[src/hdl/wav_hp_pkg.sv]
// ----------------------------------------------------------------------------
// wav_hp_pkg
// Shared types and constants for the WAV header parser.
// ----------------------------------------------------------------------------
package wav_hp_pkg;

  // Tags, as assembled little-endian from four bytes
  localparam logic [31:0] TAG_RIFF = 32'h4646_4952;
  localparam logic [31:0] TAG_WAVE = 32'h4556_4157;
  localparam logic [31:0] TAG_FMT  = 32'h2074_6D66;
  localparam logic [31:0] TAG_DATA = 32'h6174_6164;

  localparam logic [31:0] FMT_BODY = 32'd16;
  localparam logic [15:0] PCM_CODE = 16'd1;

  typedef enum logic [2:0] {
    ST_OK      = 3'd0,
    ST_NOT_WAV = 3'd1,
    ST_NON_PCM = 3'd2,
    ST_NO_FMT  = 3'd3,
    ST_NO_DATA = 3'd4
  } status_t;

  typedef enum logic [7:0] {
    PH_RIFF  = 8'b0000_0001,
    PH_RSIZE = 8'b0000_0010,
    PH_WAVE  = 8'b0000_0100,
    PH_ID    = 8'b0000_1000,
    PH_SIZE  = 8'b0001_0000,
    PH_FMT   = 8'b0010_0000,
    PH_SKIP  = 8'b0100_0000,
    PH_IDLE  = 8'b1000_0000
  } phase_t;

endpackage

[src/hdl/wav_hp_in_if.sv]
// ----------------------------------------------------------------------------
// wav_hp_in_if
// Byte stream channel into the WAV header parser.
// ----------------------------------------------------------------------------
interface wav_hp_in_if;
  logic       valid;
  logic       ready;
  logic [7:0] byte_value;
  logic       end_of_file;

  modport source (output valid, output byte_value, output end_of_file, input ready);
  modport sink   (input valid, input byte_value, input end_of_file, output ready);
endinterface

[src/hdl/wav_hp_out_if.sv]
// ----------------------------------------------------------------------------
// wav_hp_out_if
// Result channel out of the WAV header parser.
// ----------------------------------------------------------------------------
interface wav_hp_out_if;
  logic        valid;
  logic        ready;
  logic [2:0]  status;
  logic [15:0] num_channels;
  logic [31:0] sample_rate;
  logic [15:0] bits_per_sample;
  logic [31:0] data_size;
  logic [31:0] data_offset;

  modport source (output valid, output status, output num_channels, output sample_rate,
                  output bits_per_sample, output data_size, output data_offset,
                  input ready);
  modport sink   (input valid, input status, input num_channels, input sample_rate,
                  input bits_per_sample, input data_size, input data_offset,
                  output ready);
endinterface

[src/hdl/wav_header_parser_top.sv]
// A result is on the output register in the cycle after the beat that causes it.
// Throughput: one byte beat per cycle unless stalled; the parse state updates once per beat.
// A pending result holds only while the output register is full and not being taken.
// Reset (rst_n low, synchronous) returns the parser to the RIFF tag and clears the result valid flag.
// Every end-of-file beat also returns all parse state to its reset values.
// ----------------------------------------------------------------------------
// wav_header_parser_top
// Byte-serial RIFF/WAVE header parser: checks tags, walks chunks, captures the
// PCM fmt fields and reports the data chunk size and offset.
// ----------------------------------------------------------------------------
module wav_header_parser_top
  import wav_hp_pkg::*;
(
  input  logic          clk,
  input  logic          rst_n,
  wav_hp_in_if.sink     in_if,
  wav_hp_out_if.source  out_if
);

  phase_t      phase_r, phase_nxt;
  logic [3:0]  fbc_r, fbc_nxt;
  logic [31:0] asm_r, asm_nxt;
  logic [31:0] id_r, id_nxt;
  logic [31:0] len_r, len_nxt;
  logic [32:0] skip_r, skip_nxt;
  logic [31:0] pos_r, pos_nxt;
  logic        fmt_seen_r, fmt_seen_nxt;
  logic [15:0] chan_r, chan_nxt;
  logic [31:0] rate_r, rate_nxt;
  logic [15:0] width_r, width_nxt;

  logic        out_valid_r, out_valid_nxt;
  status_t     out_status_r;
  logic [15:0] out_chan_r;
  logic [31:0] out_rate_r;
  logic [15:0] out_width_r;
  logic [31:0] out_dsize_r;
  logic [31:0] out_doff_r;

  logic        in_acc;
  logic        emit;
  status_t     status;
  logic [31:0] dsize, doff;
  logic        keep;
  logic [1:0]  cnt2;
  logic [32:0] skip_dec;

  assign in_if.ready = !out_valid_r || out_if.ready;
  assign in_acc      = in_if.valid && in_if.ready;

  always_comb begin
    phase_nxt    = phase_r;
    fbc_nxt      = fbc_r;
    asm_nxt      = asm_r;
    id_nxt       = id_r;
    len_nxt      = len_r;
    skip_nxt     = skip_r;
    pos_nxt      = pos_r + 32'd1;
    fmt_seen_nxt = fmt_seen_r;
    chan_nxt     = chan_r;
    rate_nxt     = rate_r;
    width_nxt    = width_r;
    emit         = 1'b0;
    status       = ST_OK;
    dsize        = '0;
    doff         = '0;
    cnt2         = fbc_r[1:0];
    skip_dec     = skip_r;

    case (phase_r)
      PH_RIFF, PH_RSIZE, PH_WAVE, PH_ID, PH_SIZE: begin
        if (cnt2 == 2'd0) begin
          asm_nxt = {24'd0, in_if.byte_value};
        end else begin
          asm_nxt = asm_r | ({24'd0, in_if.byte_value} << {cnt2, 3'b000});
        end
        fbc_nxt = {2'b00, cnt2 + 2'd1};
        if (cnt2 == 2'd3) begin
          case (phase_r)
            PH_RIFF: begin
              if (asm_nxt == TAG_RIFF) begin
                phase_nxt = PH_RSIZE;
              end else begin
                emit   = 1'b1;
                status = ST_NOT_WAV;
              end
            end
            PH_RSIZE: phase_nxt = PH_WAVE;
            PH_WAVE: begin
              if (asm_nxt == TAG_WAVE) begin
                phase_nxt = PH_ID;
              end else begin
                emit   = 1'b1;
                status = ST_NOT_WAV;
              end
            end
            PH_ID: begin
              id_nxt    = asm_nxt;
              phase_nxt = PH_SIZE;
            end
            default: begin
              len_nxt = asm_nxt;
              if (id_r == TAG_FMT) begin
                phase_nxt = PH_FMT;
              end else if (id_r == TAG_DATA) begin
                emit = 1'b1;
                if (fmt_seen_r) begin
                  status = ST_OK;
                  dsize  = asm_nxt;
                  doff   = pos_nxt;
                end else begin
                  status = ST_NO_FMT;
                end
              end else begin
                // odd-sized chunks carry one pad byte
                skip_nxt  = {1'b0, asm_nxt} + {32'd0, asm_nxt[0]};
                phase_nxt = (asm_nxt == 32'd0) ? PH_ID : PH_SKIP;
              end
            end
          endcase
        end
      end
      PH_FMT: begin
        case (fbc_r)
          4'd0: asm_nxt = {24'd0, in_if.byte_value};
          4'd1: begin
            if ((asm_r | {16'd0, in_if.byte_value, 8'd0}) != {16'd0, PCM_CODE}) begin
              emit   = 1'b1;
              status = ST_NON_PCM;
            end
          end
          4'd2:  chan_nxt = {8'd0, in_if.byte_value};
          4'd3:  chan_nxt[15:8] = in_if.byte_value;
          4'd4:  rate_nxt = {24'd0, in_if.byte_value};
          4'd5:  rate_nxt[15:8] = in_if.byte_value;
          4'd6:  rate_nxt[23:16] = in_if.byte_value;
          4'd7:  rate_nxt[31:24] = in_if.byte_value;
          4'd14: width_nxt = {8'd0, in_if.byte_value};
          4'd15: width_nxt[15:8] = in_if.byte_value;
          default: ;
        endcase
        fbc_nxt = fbc_r + 4'd1;
        if (!emit && fbc_r == 4'd15) begin
          fmt_seen_nxt = 1'b1;
          // body is always 16 bytes; only a longer chunk has bytes to skip
          if (len_r > FMT_BODY) begin
            skip_nxt  = {1'b0, len_r - FMT_BODY};
            phase_nxt = PH_SKIP;
          end else begin
            phase_nxt = PH_ID;
          end
        end
      end
      PH_SKIP: begin
        if (skip_r != 33'd0) begin
          skip_dec = skip_r - 33'd1;
        end
        skip_nxt = skip_dec;
        if (skip_dec == 33'd0) begin
          phase_nxt = PH_ID;
        end
      end
      default: ;
    endcase

    if (in_if.end_of_file && !emit && phase_nxt != PH_IDLE) begin
      emit = 1'b1;
      if (phase_nxt == PH_RIFF || phase_nxt == PH_RSIZE || phase_nxt == PH_WAVE) begin
        status = ST_NOT_WAV;
      end else begin
        status = fmt_seen_nxt ? ST_NO_DATA : ST_NO_FMT;
      end
    end

    if (emit) begin
      phase_nxt = PH_IDLE;
    end

    keep = (status == ST_OK) || (status == ST_NO_DATA);
  end

  // parse state
  always_ff @(posedge clk) begin
    if (!rst_n || (in_acc && in_if.end_of_file)) begin
      phase_r    <= PH_RIFF;
      fbc_r      <= '0;
      asm_r      <= '0;
      id_r       <= '0;
      len_r      <= '0;
      skip_r     <= '0;
      pos_r      <= '0;
      fmt_seen_r <= 1'b0;
      chan_r     <= '0;
      rate_r     <= '0;
      width_r    <= '0;
    end else if (in_acc) begin
      phase_r    <= phase_nxt;
      fbc_r      <= fbc_nxt;
      asm_r      <= asm_nxt;
      id_r       <= id_nxt;
      len_r      <= len_nxt;
      skip_r     <= skip_nxt;
      pos_r      <= pos_nxt;
      fmt_seen_r <= fmt_seen_nxt;
      chan_r     <= chan_nxt;
      rate_r     <= rate_nxt;
      width_r    <= width_nxt;
    end
  end

  // result register
  always_comb begin
    out_valid_nxt = out_valid_r;
    if (in_acc && emit) begin
      out_valid_nxt = 1'b1;
    end else if (out_if.ready) begin
      out_valid_nxt = 1'b0;
    end
  end

  always_ff @(posedge clk) begin
    if (!rst_n) begin
      out_valid_r <= 1'b0;
    end else begin
      out_valid_r <= out_valid_nxt;
    end
  end

  always_ff @(posedge clk) begin
    if (in_acc && emit) begin
      out_status_r <= status;
      out_chan_r   <= keep ? chan_nxt : 16'd0;
      out_rate_r   <= keep ? rate_nxt : 32'd0;
      out_width_r  <= keep ? width_nxt : 16'd0;
      out_dsize_r  <= dsize;
      out_doff_r   <= doff;
    end
  end

  assign out_if.valid           = out_valid_r;
  assign out_if.status          = out_status_r;
  assign out_if.num_channels    = out_chan_r;
  assign out_if.sample_rate     = out_rate_r;
  assign out_if.bits_per_sample = out_width_r;
  assign out_if.data_size       = out_dsize_r;
  assign out_if.data_offset     = out_doff_r;

  // An end-of-file beat always re-arms the parser.
  a_eof_rearm: assert property (@(posedge clk) disable iff (!rst_n)
    in_acc && in_if.end_of_file |=> phase_r == PH_RIFF && pos_r == 32'd0 && !fmt_seen_r)
    else $error("parser not re-armed after end of file");

  // A result beat with no end of file parks the parser in idle.
  a_emit_idle: assert property (@(posedge clk) disable iff (!rst_n)
    in_acc && emit && !in_if.end_of_file |=> phase_r == PH_IDLE)
    else $error("parser not idle after result");

  // A full, stalled result register must block new bytes.
  a_stall_blocks: assert property (@(posedge clk) disable iff (!rst_n)
    out_valid_r && !out_if.ready |-> !in_if.ready)
    else $error("input taken while result stalled");

  // Data size and offset are only reported with an ok status.
  a_ok_fields: assert property (@(posedge clk) disable iff (!rst_n)
    out_valid_r && out_status_r != ST_OK |-> out_dsize_r == 32'd0 && out_doff_r == 32'd0)
    else $error("data fields set on a non-ok result");

  // Tag and size fields are four bytes long.
  a_hdr_count: assert property (@(posedge clk) disable iff (!rst_n)
    phase_r != PH_FMT |-> fbc_r[3:2] == 2'b00)
    else $error("header byte count out of range");

endmodule

[src/flat_wrapper.sv]
// flat-port wrapper written by rule: the top's interface ports become plain ports
module wav_header_parser_top_flat import wav_hp_pkg::*;
  (clk, rst_n, in_if_valid, in_if_byte_value, in_if_end_of_file, in_if_ready, out_if_valid, out_if_status, out_if_num_channels, out_if_sample_rate, out_if_bits_per_sample, out_if_data_size, out_if_data_offset, out_if_ready);
  wav_hp_in_if in_if_i ();
  wav_hp_out_if out_if_i ();
  input  logic clk;
  input  logic rst_n;
  input wire logic [$bits(in_if_i.valid)-1:0] in_if_valid;
  input wire logic [$bits(in_if_i.byte_value)-1:0] in_if_byte_value;
  input wire logic [$bits(in_if_i.end_of_file)-1:0] in_if_end_of_file;
  output wire logic [$bits(in_if_i.ready)-1:0] in_if_ready;
  output wire logic [$bits(out_if_i.valid)-1:0] out_if_valid;
  output wire logic [$bits(out_if_i.status)-1:0] out_if_status;
  output wire logic [$bits(out_if_i.num_channels)-1:0] out_if_num_channels;
  output wire logic [$bits(out_if_i.sample_rate)-1:0] out_if_sample_rate;
  output wire logic [$bits(out_if_i.bits_per_sample)-1:0] out_if_bits_per_sample;
  output wire logic [$bits(out_if_i.data_size)-1:0] out_if_data_size;
  output wire logic [$bits(out_if_i.data_offset)-1:0] out_if_data_offset;
  input wire logic [$bits(out_if_i.ready)-1:0] out_if_ready;
  assign in_if_i.valid = in_if_valid;
  assign in_if_i.byte_value = in_if_byte_value;
  assign in_if_i.end_of_file = in_if_end_of_file;
  assign in_if_ready = in_if_i.ready;
  assign out_if_valid = out_if_i.valid;
  assign out_if_status = out_if_i.status;
  assign out_if_num_channels = out_if_i.num_channels;
  assign out_if_sample_rate = out_if_i.sample_rate;
  assign out_if_bits_per_sample = out_if_i.bits_per_sample;
  assign out_if_data_size = out_if_i.data_size;
  assign out_if_data_offset = out_if_i.data_offset;
  assign out_if_i.ready = out_if_ready;
  wav_header_parser_top u_core (.clk(clk), .rst_n(rst_n), .in_if(in_if_i), .out_if(out_if_i));
endmodule
[config.mk]
export PLATFORM = sky130hd
export DESIGN_NAME = wav_header_parser_top_flat
export DESIGN_NICKNAME = d
export VERILOG_FILES = /design/src/hdl/wav_hp_pkg.sv /design/src/hdl/wav_hp_in_if.sv /design/src/hdl/wav_hp_out_if.sv /design/src/hdl/wav_header_parser_top.sv /design/src/flat_wrapper.sv
export SDC_FILE = /design/constraint.sdc
export NUM_CORES = 1
export LEC_CHECK = 0
export CAP_MARGIN = 40
export CORE_ASPECT_RATIO = 1.25
export CORE_UTILIZATION = 40
export CTS_CLUSTER_DIAMETER = 80
export DETAILED_ROUTE_END_ITERATION = 12
export DONT_BUFFER_PORTS = 1
export GPL_TIMING_DRIVEN = 1
export HOLD_SLACK_MARGIN = 0.05
export PLACE_DENSITY = 0.67
export SLEW_MARGIN = 10
export SYNTH_ARGS = -nofsm -noshare
export SYNTH_HDL_FRONTEND = slang
export SYNTH_SLANG_ARGS = --single-unit
export TNS_END_PERCENT = 50
[constraint.sdc]
create_clock -name clk -period 9.3 [get_ports clk]
set_clock_uncertainty 0.15 [all_clocks]
set_input_delay 0.465 -clock clk [delete_from_list [all_inputs] [get_ports clk]]
set_output_delay 0.465 -clock clk [all_outputs]
set_load 0.01 [all_outputs]
==> results of run 1 <==
## cell usage in the layout, fill, tap and decap left out, drive strengths merged, types with 11 or more instances in the layout
cell type	instances
dlygate4sd3	19
and3	24
nand2b	13
edfxtp	131
ha	12
clkbuf	46
clkinv	13
xor2	62
nor2	299
nand4	20
a21oi	245
mux2i	26
inv	23
a211oi	30
and2	15
or2	17
xnor2	57
nand2	254
or4	20
buf	31
a22oi	78
a31oi	17
o211ai	13
nor3	58
dfxtp	239
nor4	37
o22ai	11
or3	17
o221ai	15
a32oi	12
nand3	59
o21ai	77
## logic make-up after synthesis
group | Yosys count | synth area share, %
simple gates | 897 | 23.11
compound gates | 561 | 18.57
flops | 370 | 46.31
buf+inv | 181 | 4.001
xor+xnor | 119 | 5.536
mux | 31 | 1.681
fa+ha+maj | 12 | 0.7974
## flip-flops by register name (all words and copies together) (netlist names)
signal / cells
u_core.fmt_seen_r: 1
u_core.phase_r: 8
u_core.asm_r: 32
u_core.id_r: 32
u_core.out_if.status: 3
u_core.out_if.bits_per_sample: 16
u_core.pos_r: 32
u_core.width_r: 16
u_core.out_if.data_size: 32
u_core.out_if.valid: 1
u_core.out_if.num_channels: 16
u_core.skip_r: 33
u_core.chan_r: 16
u_core.out_if.sample_rate: 32
u_core.rate_r: 32
u_core.fbc_r: 4
u_core.len_r: 32
u_core.out_if.data_offset: 32
## routing by layer
metal / part of all wire, % / wire length (µm)
met2: 48 / 29060
met3: 7.5 / 4590
met5: 0 / 0
met1: 38 / 23270
met4: 6.5 / 3969
## cell type report
type / instances / area [µm²] / share of cell area, %
multi-input cells: 1620 / 9403 / 45.47
inverters: 20 / 75.07 / 0.3631
well taps: 630 / 788.3 / 3.812
clock inverters: 21 / 187.7 / 0.9077
clock buffers: 46 / 1022 / 4.944
flip-flops and latches: 370 / 8718 / 42.16
repair buffers: 52 / 483.0 / 2.336
## repair_timing
action,in CTS,in global routing
setup endpoints to repair,0,0
gates resized for setup,0,0
endpoints found under the hold margin,97,0
hold buffers,19,0
## worst register-to-register path: cells and delay by family (launching register included)
kind	cells	cell delay (ps)
compound gates	5	1240
flops	1	300
fa+ha+maj	2	480
simple gates	4	1310
buf+inv	6	1960
## path summary, 6_finish.rpt
kind                                                      end  slack, ps  cells after the start
hold reg to reg                 u_core.chan_r[4]$_SDFFE_PP0P_        300                      2
setup / recovery    u_core.out_if.data_size[15]$_SDFFCE_PP0P_       3310                     17
setup reg to reg    u_core.out_if.data_size[15]$_SDFFCE_PP0P_       3310                     17
hold / removal    u_core.out_if.sample_rate[20]$_SDFFCE_PN0P_         60                      2
## per-stage QoR
step | setup WS [ps] | instances | area [µm²] | hold WS (ps) | util (%)
after floorplan | 1872 | 2171 | 18830 | 281.2 | -
after global placement | 3624 | 2667 | 19200 | 287.9 | 41.42
after detailed placement | 3446 | 2673 | 19280 | 294.4 | 41.59
after CTS | 3454 | 2759 | 20680 | 50.38 | 44.61
after global routing | 2964 | 2759 | 20680 | 68.07 | 44.61
final | 3313 | 2759 | 20680 | 59.98 | 44.61
## report_power, final
part           internal (µW)  switching [µW]  total, µW
clock                    845             662       1510
sequential              1710            39.9       1750
combinational            164             359        523
==> impl_metrics.csv, run 1 <==
group,metric,value,unit
critical_path,path_class,"flip-flop to flip-flop",
critical_path,crit_buf_inv,6,
synth,yosys.area.top_type_share,25.41,%
clocking,cts_tree,"done",
synth,synth_cells,2171,
clocking,clkLatencyLatePin,560,ps
run_status,outcome,"completed",
global_route,grt_first_pass_wirelength,92070,µm
floorplanning,rows,88,
sta,setup_tns,0,ps
global_route,grt-ovfl-total,0,
global_route,met2_usage,41.65,%
power,p_leak,0.006683,µW
global_route,grt_pass1_vias,15580,
synth,ys_seq_area_share,46.31,%
sta,finalSetupViolCount,0,
global_route,grt_max_degree,112,
global_route,antenna_found_initial,0,
layout,final_nets,2126,
sta,fin_crit_sh,64.38,%
floorplanning,io_pins,146,
worst_hold_path,min-delay-start,"in_if_byte_value[4]",
synth,synth_area_leaders,"dfxtp_1 25%, edfxtp_1 21%, a21oi_1 6.5%",
sta,finalMaxSlewViolations,0,
routing,wl_per_cell,22.07,µm
sta,fmax,167.0,MHz
critical_path,crit_arrival,6010,ps
sta,worstMarginPinSlew,948.0,ps
critical_path,crit_chain,"buf_4, inv_1, ha_1, buf_4, inv_1, a22oi_1, inv_1, ha_1, nand4b_1, nor4_1, a21oi_1, a211oi_1, o32a_2, nand3b_1, o22ai_1, nor2_4, buf_12",
power,power_per_cell_area,182.7,nW/µm²
worst_hold_path,hold_path.class,"primary input to flip-flop",
synth,synth_fp_nets,2196,
placement,place_congestion,0.9994,
synth,synth-edff-count,131,
critical_path,reg2reg_from,"u_core.fbc_r[0]$_SDFFE_PP0P_",
routing,dr.pass1.iters,9,
sta,relSlewSlack,36.51,%
synth,synthFlopType,"dfxtp_1",
flow_run,drv_cap,0,
layout,nFillCells,4505,
sta,timing.final.crit_period,5987,ps
floorplanning,die_h,244.6,µm
critical_path,critPathCaptureType,"flip-flop",
routing,drtIter0Drc,1877,
critical_path,crit_start,"u_core.fbc_r[0]$_SDFFE_PP0P_",
placement,place.detailed.hpwl,40750,µm
critical_path,critPathTopFamily,"buffers and inverters",
sta,rsz0062_at_grt,"false",
critical_path,worst_path_max_delay_cell,"inv_1",
synth,ys_warn_count,0,
layout,diodes,0,
layout,areaGrowthSynthToFinish,9.822,%
floorplanning,fp.dieArea,47950,µm²
clocking,cts_setup_buffers,0,
floorplanning,die_x,196.1,µm
routing,drc,0,
clocking,path_clk_slew,60,ps
global_route,grt_util_met3,3.944,%
critical_path,cp_common_cell,"inv_1",
global_route,busiest_layer,"met2",
routing,drtAntennaViolNets,0,
clocking,cts_made_buffers,37,
sta,finalHoldViolCount,0,
global_route,grt_use_met1,29.31,%
layout,layout-drive-gt1-share,7.233,%
floorplanning,core_area,46350,µm²
clocking,cts.sink_count,370,
clocking,clockBufferDepth,3,
critical_path,cp_max_fo,111,
critical_path,required,9330,ps
power,ir_drop,0.1191,mV
global_route,track_usage,24.65,%
clocking,clockRootBuffer,"clkbuf_16",
routing,via_count,16762,
synth,yosys-top-cells-count,"298 x nor2_1, 254 x nand2_1, 245 x a21oi_1",
synth,yosys.area.top_type,"dfxtp_1",
floorplanning,start_util,40.62,%
clocking,htree_num_levels,2,
critical_path,cp-start-kind,"flip-flop",
routing,wl,60890,µm
synth,ys_ff_latch,370,
synth,yosysMostFrequentCell,"nor2_1",
routing,vias_per_cell,6.075,
critical_path,crit_path_max_incr_delay,570,ps
synth,synthDistinctLibCells,84,
synth,avgSynthCellArea,8.673,µm²
power,power,3778,µW
synth,async_flop_share,0,%
placement,numPortBuffers,0,
synth,netlist_area,18830,µm²
No activity file was read; power rests on OpenSTA's default activity.
==> run 2, diff against run 1 <==
--- a/config.mk
+++ b/config.mk
@@ -13,7 +13,7 @@
 export DONT_BUFFER_PORTS = 1
 export GPL_TIMING_DRIVEN = 1
 export HOLD_SLACK_MARGIN = 0.05
-export PLACE_DENSITY = 0.67
+export PLACE_DENSITY = 0.65
 export SLEW_MARGIN = 10
 export SYNTH_ARGS = -nofsm -noshare
 export SYNTH_HDL_FRONTEND = slang
==> constraint.sdc (replaced) <==
create_clock -name clk -period 6.1 [get_ports clk]
set_clock_uncertainty 0.15 [all_clocks]
set_input_delay 0.305 -clock clk [delete_from_list [all_inputs] [get_ports clk]]
set_output_delay 0.305 -clock clk [all_outputs]
set_load 0.01 [all_outputs]
==> run 2 against run 1 <==
Net effect: cell count unchanged; die area unchanged; via count down 1.2%; power up 53%; clock-buffer cell count down 2; maximum frequency up 14%; global-route usage down 0.46 points; combinational power up 54%; first-iteration DRC count down 22%; critical path depth down 3; hold slack better by 34 ps; critical endpoint is now u_core.out_if.data_size[5]$_SDFFCE_PP0P_; largest cell class unchanged; largest power group unchanged; highest routed layer unchanged.
==> impl_metrics.csv, run 2 (synthesis gave the netlist of run 1 again) <==
group,metric,value,unit
layout,areaGrowthSynthToFinish,9.696,%
routing,drtAntennaViolNets,0,
critical_path,crit_chain,"inv_1, ha_1, buf_4, mux2_2, nor2_1, nand4_1, nor4_1, o2111ai_1, a211oi_1, o32a_2, nand3b_1, o22ai_1, nor2_4, buf_12",
flow_run,drv_cap,0,
layout,final_nets,2124,
floorplanning,rows,88,
placement,dp_cells,2677,
global_route,grt_util_met3,3.406,%
power,power,5786,µW
global_route,busiest_layer,"met2",
global_route,grt_use_met1,29.07,%
clocking,cts_resized,0,
sta,finalHoldViolCount,0,
power,ir_drop,0.1848,mV
global_route,grt_first_pass_wirelength,90950,µm
worst_hold_path,hold_path.class,"primary input to flip-flop",
global_route,grt_max_degree,149,
placement,place.detailed.hpwl,40690,µm
layout,layout_commonest_cell,"nor2_1",
critical_path,critPathCaptureType,"flip-flop",
critical_path,critPathTopFamily,"simple AND/OR/NAND/NOR gates",
sta,finalSetupViolCount,0,
clocking,cts.sink_count,370,
floorplanning,fp.dieArea,47950,µm²
run_status,outcome,"completed",
global_route,antenna_found_initial,0,
clocking,cts_tree,"done",
layout,instances_no_fill,2759,
routing,drc,0,
layout,largest_reg_flops,33,
sta,relSlewSlack,34.20,%
clocking,cts_setup_buffers,0,
sta,fin_crit_sh,86.43,%
floorplanning,start_util,40.62,%
sta,fmax,189.7,MHz
critical_path,crit_path_max_incr_delay,500,ps
sta,rsz0062_at_grt,"false",
floorplanning,io_pins,146,
layout,final_cell_mix,"294 x nor2_1, 253 x nand2_1, 244 x a21oi_1",
clocking,clkLatencyLatePin,550,ps
placement,place_congestion,0.9779,
critical_path,cp_max_fo,122,
clocking,htree_num_levels,2,
power,p_leak,0.006691,µW
floorplanning,die_h,244.6,µm
critical_path,crit_arrival,5300,ps
layout,top_register,"u_core.skip_r",
layout,layout-drive-gt1-share,7.707,%
sta,finalMaxSlewViolations,0,
critical_path,required,6120,ps
critical_path,path_class,"flip-flop to flip-flop",
sta,worstMarginPinSlew,978.0,ps
critical_path,cp-start-kind,"flip-flop",
sta,timing.final.crit_period,5272,ps
clocking,clockBufferDepth,3,
placement,numPortBuffers,0,
floorplanning,die_x,196.1,µm
power,power_per_cell_area,280.2,nW/µm²
floorplanning,core_area,46350,µm²
sta,setup_slack,827.7,ps
clocking,clockRootBuffer,"clkbuf_16",
routing,wl,59680,µm
routing,via_count,16555,
clocking,path_clk_slew,60,ps
critical_path,crit_buf_inv,3,
placement,pre_cts_ws,985.1,ps
global_route,track_usage,24.18,%
global_route,met2_usage,40.74,%
critical_path,worst_path_max_delay_cell,"buf_12",
routing,vias_per_cell,6.000,
routing,dr.pass1.iters,8,
global_route,grt_pass1_vias,15474,
routing,wl_per_cell,21.63,µm
clocking,cts_made_buffers,38,
global_route,grt-ovfl-total,0,
sta,setup_tns,0,ps
routing,drtIter0Drc,1463,
-- run 2: worst paths after layout --
check | start | to | slack [ps] | depth (start not counted)
worst max-delay path | u_core.fbc_r[0]$_SDFFE_PP0P_ | u_core.out_if.data_size[5]$_SDFFCE_PP0P_ | 830 | 14
worst max register to register | u_core.fbc_r[0]$_SDFFE_PP0P_ | u_core.out_if.data_size[5]$_SDFFCE_PP0P_ | 830 | 14
worst min register to register | u_core.rate_r[7]$_SDFFE_PP0P_ | u_core.rate_r[7]$_SDFFE_PP0P_ | 300 | 2
worst min-delay path | in_if_byte_value[6] | u_core.out_if.data_size[6]$_SDFFCE_PP0P_ | 90 | 3
-- run 2: layout make-up --
| class | instances | area, µm² |
|---|---|---|
| Sequential cell | 370 | 8718 |
| Antenna cell | 1 | 2.502 |
| Timing Repair Buffer | 49 | 444.2 |
| Fill cell | 4454 | 25700 |
| Clock buffer | 44 | 983.4 |
| Clock inverter | 25 | 235.2 |
| Multi-Input combinational cell | 1620 | 9407 |
| Inverter | 20 | 75.07 |
| Tap cell | 630 | 788.3 |
-- run 2: what timing repair did --
action | CTS | global route
endpoints found under the hold margin | 162 | 0
hold buffers | 11 | 0
setup endpoints to repair | 0 | 0
-- run 2: report_power, final --
| part | switching (µW) | internal (µW) | total, µW |
|---|---|---|---|
| logic | 552 | 252 | 804 |
| clock network | 1020 | 1300 | 2320 |
| registers | 59.3 | 2600 | 2660 |
| total | 1630 | 4150 | 5790 |
-- run 2: through the flow --
stage / hold slack [ps] / area [µm²] / utilization (%)
finish: 94.16 / 20650 / 44.56
global placement: 290.3 / 19260 / 41.55
global route: 85.69 / 20650 / 44.55
detailed placement: 296.7 / 19310 / 41.65
floorplan: 281.2 / 18840 / -
CTS: 62.57 / 20640 / 44.52
-- run 2: tightest hold or removal path, cell delays in order --
cell     delay, ps
a22oi_1         60
buf_4          190
nor2_1         110
-- run 2: per-layer routing --
metal / part of all wire, % / wire (µm)
met5: 0 / 0
met4: 6.3 / 3777
met3: 5.7 / 3406
met2: 48 / 28850
met1: 40 / 23650
==> run 3, diff against run 2 <==
--- a/config.mk
+++ b/config.mk
@@ -13,7 +13,7 @@
 export DONT_BUFFER_PORTS = 1
 export GPL_TIMING_DRIVEN = 1
 export HOLD_SLACK_MARGIN = 0.05
-export PLACE_DENSITY = 0.65
+export PLACE_DENSITY = 0.64
 export SLEW_MARGIN = 10
 export SYNTH_ARGS = -nofsm -noshare
 export SYNTH_HDL_FRONTEND = slang
==> run 3 against run 2 <==
Net effect: routed wire length is 2.0% higher; register-to-register slack better by 140 ps; clock power is 2% lower; cell count is 0.18% higher; clock-buffer cell count is 1 higher; non-clock buffer count is 5 higher; combinational power is 1% higher; sequential power hardly changed; cell area is 0.45% higher; power is 0.62% lower; largest power group unchanged.
==> impl_metrics.csv, run 3 (synthesis gave the netlist of run 1 again) <==
group,metric,value,unit
sta,setup_tns,0,ps
global_route,track_usage,24.79,%
flow_run,drv_cap,0,
power,ir_drop,0.1773,mV
clocking,clkLatencyLatePin,560,ps
layout,largest_reg_flops,33,
clocking,cts.sink_count,370,
critical_path,required,6140,ps
routing,wl_per_cell,22.01,µm
layout,layout_commonest_cell,"nor2_1",
global_route,grt_pass1_vias,15622,
global_route,grt_first_pass_wirelength,92980,µm
worst_hold_path,holdPathEnd,"u_core.out_if.data_size[5]$_SDFFCE_PP0P_",
layout,nFillCells,4443,
clocking,cts_made_buffers,38,
layout,final-seq-area,8718,µm²
routing,drc,0,
power,p_sw,1653,µW
sta,finalSetupViolCount,0,
power,p_comb_share,14.2,%
power,power,5750,µW
sta,rsz0062_at_grt,"false",
floorplanning,fp.dieArea,47950,µm²
layout,diodes,0,
clocking,cts_resized,0,
worst_hold_path,min-delay-start,"in_if_byte_value[5]",
critical_path,r2r_cells,17,
routing,drtAntennaViolNets,0,
clocking,htree_num_levels,2,
power,p_int,4097,µW
critical_path,cp_common_cell,"inv_1",
floorplanning,io_pins,146,
layout,multi_input_comb_area,9410,µm²
critical_path,crit_start,"u_core.fbc_r[1]$_SDFFE_PP0P_",
layout,final_nets,2129,
sta,timing.final.crit_period,5132,ps
sta,relSlewSlack,36.49,%
floorplanning,core_area,46350,µm²
critical_path,critPathTopFamily,"buffers and inverters",
global_route,grt-ovfl-total,0,
global_route,antenna_found_initial,0,
layout,top_register,"u_core.skip_r",
critical_path,crit_buf_inv,6,
critical_path,reg2reg_from,"u_core.fbc_r[1]$_SDFFE_PP0P_",
critical_path,r2r-end,"u_core.out_if.data_size[8]$_SDFFCE_PP0P_",
power,power_frac_clock,39.5,%
clocking,cts_tree,"done",
sta,fmax,194.8,MHz
power,p_leak,0.006705,µW
clocking,path_clk_slew,70,ps
sta,worstMarginPinSlew,949.5,ps
routing,via_count,16571,
critical_path,r2r_slack,970,ps
critical_path,cp_max_fo,102,
layout,areaGrowthSynthToFinish,10.19,%
sta,finalMaxSlewViolations,0,
clocking,postCtsHoldBufs,11,
global_route,grt_max_degree,103,
clocking,clockBufferDepth,3,
placement,dp_cells,2682,
placement,place.detailed.hpwl,41790,µm
clocking,clockRootBuffer,"clkbuf_16",
critical_path,critPathCaptureType,"flip-flop",
layout,final_util,44.76,%
run_status,outcome,"completed",
critical_path,crit_cells,17,
floorplanning,rows,88,
layout,instances_no_fill,2764,
routing,wl,60850,µm
floorplanning,die_x,196.1,µm
placement,place_congestion,1.004,
layout,final_cell_mix,"294 x nor2_1, 253 x nand2_1, 243 x a21oi_1",
critical_path,crit_arrival,5170,ps
clocking,cts_setup_buffers,0,
routing,dr.pass1.iters,10,
power,swShare,28.75,%
worst_hold_path,hold_depth,3,
critical_path,worst_path_max_delay_cell,"nor4_1",
power,power_per_cell_area,277.2,nW/µm²
sta,fin_crit_sh,84.14,%
critical_path,crit_chain,"inv_1, ha_1, inv_1, a22oi_1, buf_4, inv_1, ha_1, nand4b_1, nor4_1, a21oi_1, a211oi_1, o32a_2, nand3b_1, o22ai_1, nor2_4, buf_16, buf_12",
sta,finalHoldViolCount,0,
routing,vias_per_cell,5.995,
layout,layout-drive-gt1-share,7.779,%
routing,drtIter0Drc,1479,
critical_path,path_class,"flip-flop to flip-flop",
critical_path,cp-start-kind,"flip-flop",
floorplanning,start_util,40.62,%
critical_path,crit_path_max_incr_delay,460,ps
floorplanning,die_h,244.6,µm
placement,numPortBuffers,0,
worst_hold_path,hold_path.class,"primary input to flip-flop",
power,pwr-share-seq,46.3,%
## run 3: area by class of cell
class / instances / area share (%)
repair buffers: 54 / 2.702
clock inverters: 25 / 0.9468
inverters: 20 / 0.3618
well taps: 630 / 3.799
multi-input cells: 1620 / 45.36
flip-flops and latches: 370 / 42.02
clock buffers: 45 / 4.812
## run 3: worst max-delay path by stage
stage | endpoint | slack (ps)
after floorplan | u_core.out_if.bits_per_sample[0]$_SDFFCE_PN0P_ | 130
after global placement | u_core.out_if.data_size[16]$_SDFFCE_PP0P_ | 1010
after detailed placement | u_core.out_if.data_size[14]$_SDFFCE_PP0P_ | 1180
after CTS | u_core.out_if.data_size[13]$_SDFFCE_PP0P_ | 1070
after global routing | u_core.out_if.data_size[8]$_SDFFCE_PP0P_ | 610
final | u_core.out_if.data_size[8]$_SDFFCE_PP0P_ | 970
## run 3: metrics by stage
stage	area, µm²	setup slack [ps]	hold slack (ps)
6_report	20750	967.7	72.15
5_1_grt	20750	605.7	66.01
4_1_cts	20740	1072	56.39
3_5_place_dp	19440	1176	296.0
3_3_place_gp	19290	1014	288.6
2_1_floorplan	18840	131.2	281.2
## run 3: worst register-to-register path: cells and delay by family (launching register included)
family | cells | cell delay (ps)
buffers and inverters | 6 | 1450
and+or+nand+nor | 4 | 1160
AOI/OAI and AO/OA | 5 | 990
adders and majority gates | 2 | 470
DFF | 1 | 370
## run 3: power groups by stage
stage          logic, µW  registers [µW]  clock network (µW)
2_1_floorplan        582            2700                   0
3_3_place_gp         761            2720                   0
3_5_place_dp         773            2720                   0
4_1_cts              802            2660                2300
5_1_grt              880            2670                2390
6_report             816            2660                2270
## run 3: layer usage
metal | track usage [%] | wire [µm]
met5 | 0 | 0
met4 | 15.23 | 3940
met3 | 3.365 | 3248
met2 | 42.23 | 29610
met1 | 29.55 | 24040
